===== src/design/gdls_pkg.sv =====
// Shared types and constants for the genotype decode / location standardise block.
// No dependencies; the front end, back end and top level use it by scoped name.
`timescale 1ns / 1ps

package gdls_pkg;

  localparam int FRAC_BITS = 16;   // fraction bits of the per-location dosage sums
  localparam int LOC_W     = 9;
  localparam int FREQ_W    = 16;
  localparam int SUM_W     = 30;
  localparam int STD_W     = 24;
  localparam int MISS_W    = 32;

  localparam logic [SUM_W-1:0] SUM_MAX     = '1;
  localparam logic [STD_W-1:0] STD_POS_MAX = 24'h7F_FFFF;
  localparam logic [STD_W-1:0] STD_NEG_MAG = 24'h80_0000;

  typedef enum logic {
    MODE_ACC  = 1'b0,
    MODE_READ = 1'b1
  } mode_t;

  typedef enum logic [1:0] {
    CODE_HOM_REF = 2'd0,
    CODE_MISSING = 2'd1,
    CODE_HET     = 2'd2,
    CODE_HOM_ALT = 2'd3
  } geno_code_t;

  typedef struct packed {
    mode_t             mode;
    geno_code_t        code;
    logic [LOC_W-1:0]  location;
    logic [FREQ_W-1:0] allele_freq;
  } in_item_t;

  typedef struct packed {
    logic [LOC_W-1:0]        out_location;
    logic signed [STD_W-1:0] std_dosage;
    logic                    empty_res;
    logic [MISS_W-1:0]       missing_total;
  } out_item_t;

  typedef enum logic [2:0] {
    ST_IDLE,
    ST_ACC,
    ST_CLEAR,
    ST_MEAN,
    ST_ROOT,
    ST_QUOT,
    ST_OUT
  } back_state_t;

endpackage


===== src/design/gdls_front.sv =====
// Front end: drops beats for unmapped locations and queues the rest (two entries).
// Depends on gdls_pkg.
`timescale 1ns / 1ps

module gdls_front #(
  parameter int NUM_LOCATIONS = 256
) (
  input  logic               clk,
  input  logic               rst,
  input  logic               sample_valid,
  output logic               sample_ready,
  input  gdls_pkg::in_item_t sample,
  output logic               cmd_valid,
  input  logic               cmd_ready,
  output gdls_pkg::in_item_t cmd
);

  gdls_pkg::in_item_t slots [2];
  logic               wr_ptr;
  logic               rd_ptr;
  logic [1:0]         fill;
  logic               loc_ok;
  logic               push;
  logic               pop;

  always_comb begin
    loc_ok = (sample.location != '0) &&
             (17'(sample.location) <= 17'(NUM_LOCATIONS));
    sample_ready = fill != 2'd2;
    push      = sample_valid && sample_ready && loc_ok;
    cmd_valid = fill != 2'd0;
    pop       = cmd_valid && cmd_ready;
    cmd       = slots[rd_ptr];
  end

  always_ff @(posedge clk) begin
    if (rst) begin
      wr_ptr <= 1'b0;
      rd_ptr <= 1'b0;
      fill   <= 2'd0;
    end else begin
      if (push) begin
        wr_ptr <= ~wr_ptr;
      end
      if (pop) begin
        rd_ptr <= ~rd_ptr;
      end
      if (push && !pop) begin
        fill <= fill + 2'd1;
      end else if (pop && !push) begin
        fill <= fill - 2'd1;
      end
    end
  end

  always_ff @(posedge clk) begin
    if (push) begin
      slots[wr_ptr] <= sample;
    end
  end

endmodule


===== config.mk =====
export PLATFORM = sky130hd
export DESIGN_NAME = gdls_front
export DESIGN_NICKNAME = d
export VERILOG_FILES = /design/src/design/gdls_pkg.sv /design/src/design/gdls_front.sv
export SDC_FILE = /design/constraint.sdc
export NUM_CORES = 1
export LEC_CHECK = 0
export BUFFER_PORTS_ARGS = -buffer_cell sky130_fd_sc_hd__buf_4
export CAP_MARGIN = 20
export CORE_ASPECT_RATIO = 0.7
export CORE_MARGIN = 2
export CORE_UTILIZATION = 40
export CTS_CLUSTER_DIAMETER = 60
export CTS_CLUSTER_SIZE = 25
export DETAILED_ROUTE_END_ITERATION = 8
export HOLD_SLACK_MARGIN = 0.02
export SLEW_MARGIN = 5
export SYNTH_ARGS = -nofsm -noshare
export SYNTH_HDL_FRONTEND = slang
export SYNTH_SLANG_ARGS = --single-unit

===== constraint.sdc =====
create_clock -name clk -period 12.1 [get_ports clk]
set_clock_uncertainty 0.1 [all_clocks]
set_input_delay 1.21 -clock clk [delete_from_list [all_inputs] [get_ports clk]]
set_output_delay 1.21 -clock clk [all_outputs]
set_load 0.02 [all_outputs]

==> results.py, run 1 <==
metrics = {
    "outcome": {
        "status": "finished clean",
    },
    "clock_network": {
        "cts_buffer_depth": 2,
        "cts_made_buffers": 9,
        "postCtsSetupBuffers": 0,
        "htree_levels": 3,
        "clock_latency_ns": 0.33,
        "path_clk_slew_ns": 0.06,
        "cts_resized": 0,
        "cts.hold.buffers_added": 0,
        "tritoncts": "yes",
        "clock-sinks": 61,
        "cts_root_buf": "clkbuf_8",
    },
    "die": {
        "die_area_um2": 6370,
        "core_um2": 5640,
        "fp.dieW_um": 94.5,
        "pin_count": 62,
        "row_count": 23,
        "start_util_pct": 40.7,
        "die_y_um": 67.4,
    },
    "cells_and_area": {
        "diodes": 0,
        "syn2layout_area_growth_pct": 32.6,
        "final_cell_mix": "64 x buf_4, 56 x edfxtp_1, 28 x mux2_2",
        "finalNetCount": 221,
        "final_common_cell": "buf_4",
        "drive_above_1_share_pct": 58.0,
    },
    "setup_path": {
        "crit_type": "in -> reg",
        "slowest_stage": "nor4_2",
        "cp_max_fo": 21,
        "cp-end-kind": "register",
        "critPathTopFamily": "simple AND/OR/NAND/NOR gates",
        "start_kind": "primary input",
        "critPathLaunch": "sample[21]",
        "critPathArrivalTime_ns": 3.09,
        "required_ns": 12.00,
        "timing.critical_path.buf_inv": 2,
        "critical_path.cell_chain": "buf_4, nor4_2, a21boi_1, nor4_2, buf_4",
        "cpPeakStageDelay_ns": 0.80,
        "r2r-start": "fill[0]",
    },
    "yosys": {
        "synth_nets": 149,
        "ys_seq_area_share_pct": 77.6,
        "synthFlopType": "edfxtp_1",
        "postSynthCellCount": 116,
        "syn_area_um2": 2290,
        "postSynthAreaPerCell_um2": 19.8,
        "synthArstFlopShare_pct": 0,
        "synth_edf_count": 56,
        "yosys_warnings": 0,
        "synth-seq-cells": 61,
        "ys_types": 21,
    },
    "sta": {
        "hold_viol": 0,
        "max_freq_ghz": 0.314,
        "rsz0062_at_grt": "false",
        "setup_viol": 0,
        "slew_headroom_pct": 37.5,
        "setup_tns_ns": 0,
        "min_period_ns": 3.19,
        "tightest_slew_ns": 0.929,
        "drv_slew": 0,
        "post-route-period-util_pct": 26.3,
    },
    "route": {
        "drt-pass1-iter-count": 3,
        "ant_nets": 0,
        "drtIter0Drc": 50,
        "wl_per_cell_um": 15.1,
        "finalWirelength_mm": 4.05,
        "remaining_drc_errors": 0,
        "dr_total_vias": 1245,
        "viasPerCell": 4.65,
    },
    "placement": {
        "dp_hpwl_mm": 2.84,
        "place_congestion": 0.741,
        "io_buffers": 61,
    },
    "power_and_ir_drop": {
        "p_leak_nw": 1.13,
        "total_power_mw": 0.606,
        "p_per_area_nw_per_um2": 199,
        "irDropWorstVdd_v": 0.000102,
    },
    "grt": {
        "first_global_vias": 1354,
        "antenna_found_initial": 0,
        "grt_max_degree": 29,
        "grt_pass1_wl_mm": 6.41,
        "gr-usage-all-layers_pct": 14.5,
        "overflow": 0,
    },
    "min_path": {
        "hp-class": "reg -> reg",
        "min_from": "rd_ptr",
    },
    "job": {
        "maxCapViolations": 0,
    },
}
tightest hold or removal path, cell delays in order (launching register included):
cell and delay (ns):
dfxtp_1 0.32, xor2_1 0.08, nor2_1 0.08
cells in the mapped netlist (all sizes together), types with 2 or more instances:
master / count / area (um2)
nor2: 4 / 15.0
nand2: 2 / 7.51
dfxtp: 5 / 100
xor2: 3 / 26.3
buf: 3 / 15.0
edfxtp: 56 / 1680
nor4: 3 / 31.3
mux2: 29 / 330
path summary, 6_finish.rpt:
| path | end | slack [ns] | cells past startpoint |
|---|---|---|---|
| max | slots[0][5] | 8.91 | 5 |
| min | rd_ptr | 0.41 | 2 |
| max reg2reg | slots[0][5] | 9.77 | 4 |
| min reg2reg | rd_ptr | 0.41 | 2 |
cell families (layout without fill, tap and decap cells):
group	count (synthesis)	after routing	share of synthesized area, %
AO/OA/AOI/OAI	3	3	0.763
XOR/XNOR	3	3	1.15
adder cells (fa/ha/maj)	1	1	0.545
buffers and inverters	3	80	0.654
flip-flops	61	61	77.6
multiplexers	29	29	14.4
AND/OR/NAND/NOR	16	16	4.85
layer usage:
metal  global-route usage, %  part of all wire [%]  up-vias
met4                    7.61                  0.96        0
met2                    22.9                    47       46
met3                    7.37                   8.5        8
met5                       0                     0        -
met1                    16.4                    43      596
li1                        -                     -      595
per-stage QoR:
step	hold WS, ns	area, um2	utilization, %	setup slack, ns	instances
after detailed placement	0.401	2860	50.7	8.52	252
after CTS	0.417	3040	53.9	8.87	268
after global routing	0.444	3040	53.9	8.71	268
final	0.410	3040	53.9	8.91	268
after floorplan	0.361	2290	-	7.12	116
after global placement	0.374	2860	50.7	8.64	252
registers in the layout (all words and copies together), names as in the netlist, named ones only:
register / cells
rd_ptr: 1
slots: 56
wr_ptr: 1
fill: 2
area by class of cell:
class                   instances  area (um2)
fillers                       481        2600
flip-flops and latches         61        1780
multi-input cells              52         504
repair buffers                 64         480
clock buffers                  11         131
well taps                      75        93.8
clock inverters                 5        51.3
where the power goes:
| group | switching (mW) | internal, mW | total [mW] |
|---|---|---|---|
| Clock | 0.0709 | 0.0937 | 0.165 |
| Sequential | 0.00686 | 0.253 | 0.260 |
| Combinational | 0.0953 | 0.0865 | 0.182 |
| Total | 0.173 | 0.433 | 0.606 |
No activity file was read; power rests on OpenSTA's default activity.
==> run 2, diff against run 1 <==
Settings changed: ABC_AREA set to 1.
Clock period 12.1 ns to 3.1 ns, I/O delays scaled along.
==> results.py, run 2 <==
metrics = {
    "outcome": {
        "status": "finished clean",
    },
    "cells_and_area": {
        "fillers": 487,
        "final_cell_mix": "63 x buf_4, 56 x edfxtp_1, 20 x mux2_4",
        "drive_above_1_share_pct": 52.7,
        "top_regs": "slots (56), fill (2)",
        "syn2layout_area_growth_pct": 28.7,
        "finalNetCount": 234,
        "final_common_cell": "buf_4",
        "largest_reg_flops": 56,
        "fin_area_um2": 3070,
        "regMostFlops": "slots",
        "diodes": 0,
    },
    "placement": {
        "place_congestion": 0.652,
        "io_buffers": 61,
        "dp_hpwl_mm": 2.90,
        "dpl_cell_area_um2": 2930,
    },
    "grt": {
        "gr-usage-all-layers_pct": 13.7,
        "antenna_found_initial": 0,
        "grt_max_degree": 29,
        "first_global_vias": 1316,
        "grt_pass1_wl_mm": 6.17,
        "overflow": 0,
    },
    "clock_network": {
        "tritoncts": "yes",
        "cts.hold.buffers_added": 0,
        "postCtsSetupBuffers": 0,
        "htree_levels": 3,
        "cts_root_buf": "clkbuf_8",
        "cts_made_buffers": 9,
        "cts_resized": 0,
        "cts_buffer_depth": 2,
        "path_clk_slew_ns": 0.06,
        "clock-sinks": 61,
        "clock_latency_ns": 0.32,
    },
    "power_and_ir_drop": {
        "p_per_area_nw_per_um2": 649,
        "irDropWorstVdd_v": 0.000404,
        "p_leak_nw": 1.21,
    },
    "setup_path": {
        "critPathTopFamily": "flip-flops",
        "cpPeakStageDelay_ns": 0.91,
        "crit_type": "reg -> out",
        "critical_path.cell_chain": "mux2_2, buf_4",
        "critPathArrivalTime_ns": 1.84,
        "slowest_stage": "dfxtp_2",
        "r2r-start": "fill[0]",
        "start_kind": "register",
        "timing.critical_path.buf_inv": 1,
        "cp-end-kind": "primary output",
        "required_ns": 2.69,
        "cp_max_fo": 28,
    },
    "sta": {
        "setup_viol": 0,
        "max_freq_ghz": 0.445,
        "min_period_ns": 2.25,
        "drv_slew": 0,
        "hold_viol": 0,
        "post-route-period-util_pct": 72.5,
        "tightest_slew_ns": 0.889,
        "rsz0062_at_grt": "false",
        "slew_headroom_pct": 40.8,
        "setup_tns_ns": 0,
    },
    "route": {
        "ant_nets": 0,
        "wl_per_cell_um": 14.5,
        "drtIter0Drc": 86,
        "viasPerCell": 4.60,
        "drt-pass1-iter-count": 4,
        "remaining_drc_errors": 0,
        "finalWirelength_mm": 4.06,
        "dr_total_vias": 1287,
    },
    "die": {
        "row_count": 23,
        "core_um2": 5760,
        "die_area_um2": 6620,
        "fp.dieW_um": 96.4,
        "start_util_pct": 41.5,
        "die_y_um": 68.7,
        "pin_count": 62,
    },
    "yosys": {
        "synthArstFlopShare_pct": 0,
        "synth_most_common_cell": "edfxtp_1",
        "ys_types": 18,
        "synthTopCellsByCount": "56 x edfxtp_1, 20 x mux2_4, 8 x mux2_2",
        "syn_area_um2": 2390,
        "synth_nets": 163,
        "synth.area.top_cells": "edfxtp_1 70%, mux2_4 13%, dfxtp_1 4.2%",
        "ys_seq_area_share_pct": 74.6,
        "postSynthAreaPerCell_um2": 18.4,
        "postSynthCellCount": 130,
        "synth_top_area_share_pct": 70.4,
        "synth-seq-cells": 61,
        "synth_edf_count": 56,
        "yosys_warnings": 0,
        "yosysTopAreaCell": "edfxtp_1",
        "synthFlopType": "edfxtp_1",
    },
    "min_path": {
        "hp-class": "in -> reg",
        "min_from": "sample[26]",
    },
    "job": {
        "maxCapViolations": 0,
    },
}
==> run 2: changes by cell type after synthesis, sizes merged, moves of 3 or more <==
cell   previous run  this run
xor2              3         0
o21ai             1         5
nor4              3         0
inv               0         9
a21oi             1         5
nor2              4         7
nand2             2         8
==> run 2: path summary, 6_finish.rpt <==
kind                                      to  slack [ns]  cells past startpoint
worst min register to register      register        0.38                      2
worst max register to register   slots[1][2]        1.08                      5
worst max-delay path                 cmd[20]        0.85                      2
worst min-delay path            slots[0][26]        0.07                      1
==> run 2: kinds of logic (layout without fill, tap and decap cells) <==
family / count (synthesis) / after routing / synth area share [%]
adders and majority gates: 1 / 1 / 0.524
AOI/OAI and AO/OA: 11 / 11 / 2.57
and+or+nand+nor: 17 / 17 / 3.14
muxes: 28 / 28 / 16.3
DFF: 61 / 61 / 74.6
buffers and inverters: 12 / 87 / 2.83
==> run 2: layout make-up <==
cell class / count / area [um2] / area share, %
clock inverters: 4 / 16.3 / 0.529
multi-input cells: 57 / 542 / 17.6
inverters: 9 / 33.8 / 1.10
well taps: 75 / 93.8 / 3.05
clock buffers: 11 / 131 / 4.28
repair buffers: 63 / 473 / 15.4
flip-flops and latches: 61 / 1780 / 58.0
==> run 2: metrics by stage <==
| stage | power (mW) | instances | worst slack (ns) | hold WS [ns] | util (%) |
|---|---|---|---|---|---|
| final | 1.99 | 280 | 0.853 | 0.0707 | 53.4 |
| after global routing | 2.09 | 280 | 0.734 | 0.0315 | 53.4 |
| after CTS | 2.03 | 280 | 0.795 | 0.0429 | 53.4 |
| after detailed placement | 1.49 | 265 | 0.925 | 0.370 | 50.8 |
| after global placement | 1.48 | 265 | 1.01 | 0.364 | 50.8 |
| after floorplan | 1.32 | 130 | 0.666 | 0.309 | - |
==> run 2: report_power, final <==
part	internal [mW]	total, mW	switching [mW]
Combinational	0.233	0.446	0.213
Clock	0.276	0.529	0.254
Sequential	0.963	1.02	0.0548
Total	1.47	1.99	0.522
==> run 2: routing by layer <==
| metal | track usage (%) | part of all wire (%) |
|---|---|---|
| met5 | 0 | 0 |
| met1 | 15.4 | 43 |
| met2 | 21.5 | 49 |
| met4 | 4.93 | 0.44 |
| met3 | 8.37 | 7.2 |
==> run 3, diff against run 2 <==
Clock period 3.1 ns to 2.1 ns, I/O delays scaled along.
==> results.py, run 3 (synthesis results as in run 2) <==
metrics = {
    "outcome": {
        "status": "finished clean",
    },
    "power_and_ir_drop": {
        "irDropWorstVdd_v": 0.000471,
        "p_leak_nw": 1.36,
        "p_per_area_nw_per_um2": 921,
    },
    "sta": {
        "slew_headroom_pct": 82.3,
        "tightest_slew_ns": 0.265,
        "min_period_ns": 1.95,
        "setup_tns_ns": 0,
        "drv_slew": 0,
        "max_freq_ghz": 0.512,
        "rsz0062_at_grt": "false",
        "worst_slack_ns": 0.148,
        "post-route-period-util_pct": 92.9,
        "setup_viol": 0,
        "hold_viol": 0,
    },
    "setup_path": {
        "required_ns": 2.21,
        "start_kind": "primary input",
        "slowest_stage": "dlygate4sd3_1",
        "crit_type": "in -> reg",
        "cp-end-kind": "register",
        "cp_max_fo": 3,
        "cpPeakStageDelay_ns": 0.54,
        "critPathArrivalTime_ns": 2.06,
        "critical_path.cell_chain": "dlygate4sd3_1, buf_4, nor2_2, nand2_1, o21ai_2, nand3_2, inv_2, ha_4, a21oi_1, o21ai_1, o21ai_1, a21oi_1",
    },
    "route": {
        "drtIter0Drc": 58,
        "finalWirelength_mm": 4.42,
        "dr_total_vias": 1425,
        "wl_per_cell_um": 14.2,
        "ant_nets": 0,
        "viasPerCell": 4.57,
        "remaining_drc_errors": 0,
        "drt-pass1-iter-count": 4,
    },
    "cells_and_area": {
        "largest_reg_flops": 56,
        "drive_above_1_share_pct": 49.8,
        "regMostFlops": "slots",
        "final_common_cell": "buf_4",
        "syn2layout_area_growth_pct": 43.7,
        "finalNetCount": 266,
        "fillers": 471,
        "diodes": 0,
        "final_cell_mix": "67 x buf_4, 56 x edfxtp_1, 28 x dlygate4sd3_1",
        "top_regs": "slots (56), fill (2)",
    },
    "clock_network": {
        "tritoncts": "yes",
        "clock-sinks": 61,
        "path_clk_slew_ns": 0.06,
        "cts_made_buffers": 9,
        "htree_levels": 3,
        "clock_latency_ns": 0.33,
        "cts_buffer_depth": 2,
        "cts_root_buf": "clkbuf_8",
        "postCtsSetupBuffers": 0,
    },
    "placement": {
        "post-place-ws_ns": 0.277,
        "dp_hpwl_mm": 2.92,
        "io_buffers": 61,
        "place_congestion": 0.747,
    },
    "job": {
        "maxCapViolations": 0,
    },
    "die": {
        "die_area_um2": 6620,
        "core_um2": 5760,
        "pin_count": 62,
        "fp.dieW_um": 96.4,
        "die_y_um": 68.7,
        "row_count": 23,
        "start_util_pct": 41.5,
    },
    "grt": {
        "overflow": 0,
        "gr-usage-all-layers_pct": 14.6,
        "first_global_vias": 1454,
        "grt_max_degree": 20,
        "grt_pass1_wl_mm": 6.64,
        "antenna_found_initial": 0,
    },
    "min_path": {
        "hp-class": "in -> reg",
    },
}
run 3: power by group:
group / internal, mW / switching [mW] / total [mW]
Combinational: 0.395 / 0.362 / 0.757
Clock: 0.528 / 0.406 / 0.933
Sequential: 1.42 / 0.0491 / 1.47
Total: 2.34 / 0.817 / 3.16
run 3: cell type report:
| class | instances | area [um2] | share of cell area (%) |
|---|---|---|---|
| flip-flops and latches | 61 | 1790 | 52.0 |
| clock buffers | 9 | 124 | 3.61 |
| well taps | 75 | 93.8 | 2.73 |
| clock inverters | 6 | 55.1 | 1.60 |
| multi-input cells | 57 | 557 | 16.2 |
| repair buffers | 95 | 783 | 22.8 |
| inverters | 9 | 33.8 | 0.984 |
run 3: stage by stage:
step / utilization [%] / power (mW) / hold WS (ns) / cells / cell area (um2)
CTS: 59.3 / 3.19 / 0.0411 / 312 / 3410
floorplan: - / 1.94 / 0.209 / 130 / 2390
global placement: 51.3 / 2.18 / 0.295 / 269 / 2960
detailed placement: 51.3 / 2.21 / 0.298 / 269 / 2960
global route: 59.6 / 3.31 / 0.0603 / 312 / 3430
finish: 59.6 / 3.16 / 0.0612 / 312 / 3430
run 3: routing by layer:
metal / up-vias / routed length, um / track usage, % / share of wire (%)
li1: 687 / - / - / -
met1: 683 / 1830 / 15.8 / 41
met2: 48 / 2220 / 24.8 / 50
met3: 7 / 271 / 6.96 / 6.1
met4: 0 / 89 / 6.51 / 2.0
met5: - / 0 / 0 / 0
run 3: timing repair:
action                                 in CTS  in global routing
gates resized for setup                     0                  5
setup endpoints to repair                   0                 11
hold buffers                               28                  0
endpoints found under the hold margin      56                  0
run 3: worst max-delay path, delay by kind of cell:
family	cells	cell delay, ns
AOI/OAI and AO/OA	5	0.57
adders and majority gates	1	0.20
buffers and inverters	3	0.78
and+or+nand+nor	3	0.30
run 3: path summary, 6_finish.rpt:
| path | start | to | slack, ns | cells past startpoint |
|---|---|---|---|---|
| hold reg to reg | rd_ptr | register | 0.38 | 2 |
| setup / recovery | sample[21] | fill[1] | 0.15 | 12 |
| setup reg to reg | fill[0] | fill[1] | 0.45 | 9 |
| hold / removal | rst | wr_ptr | 0.06 | 4 |
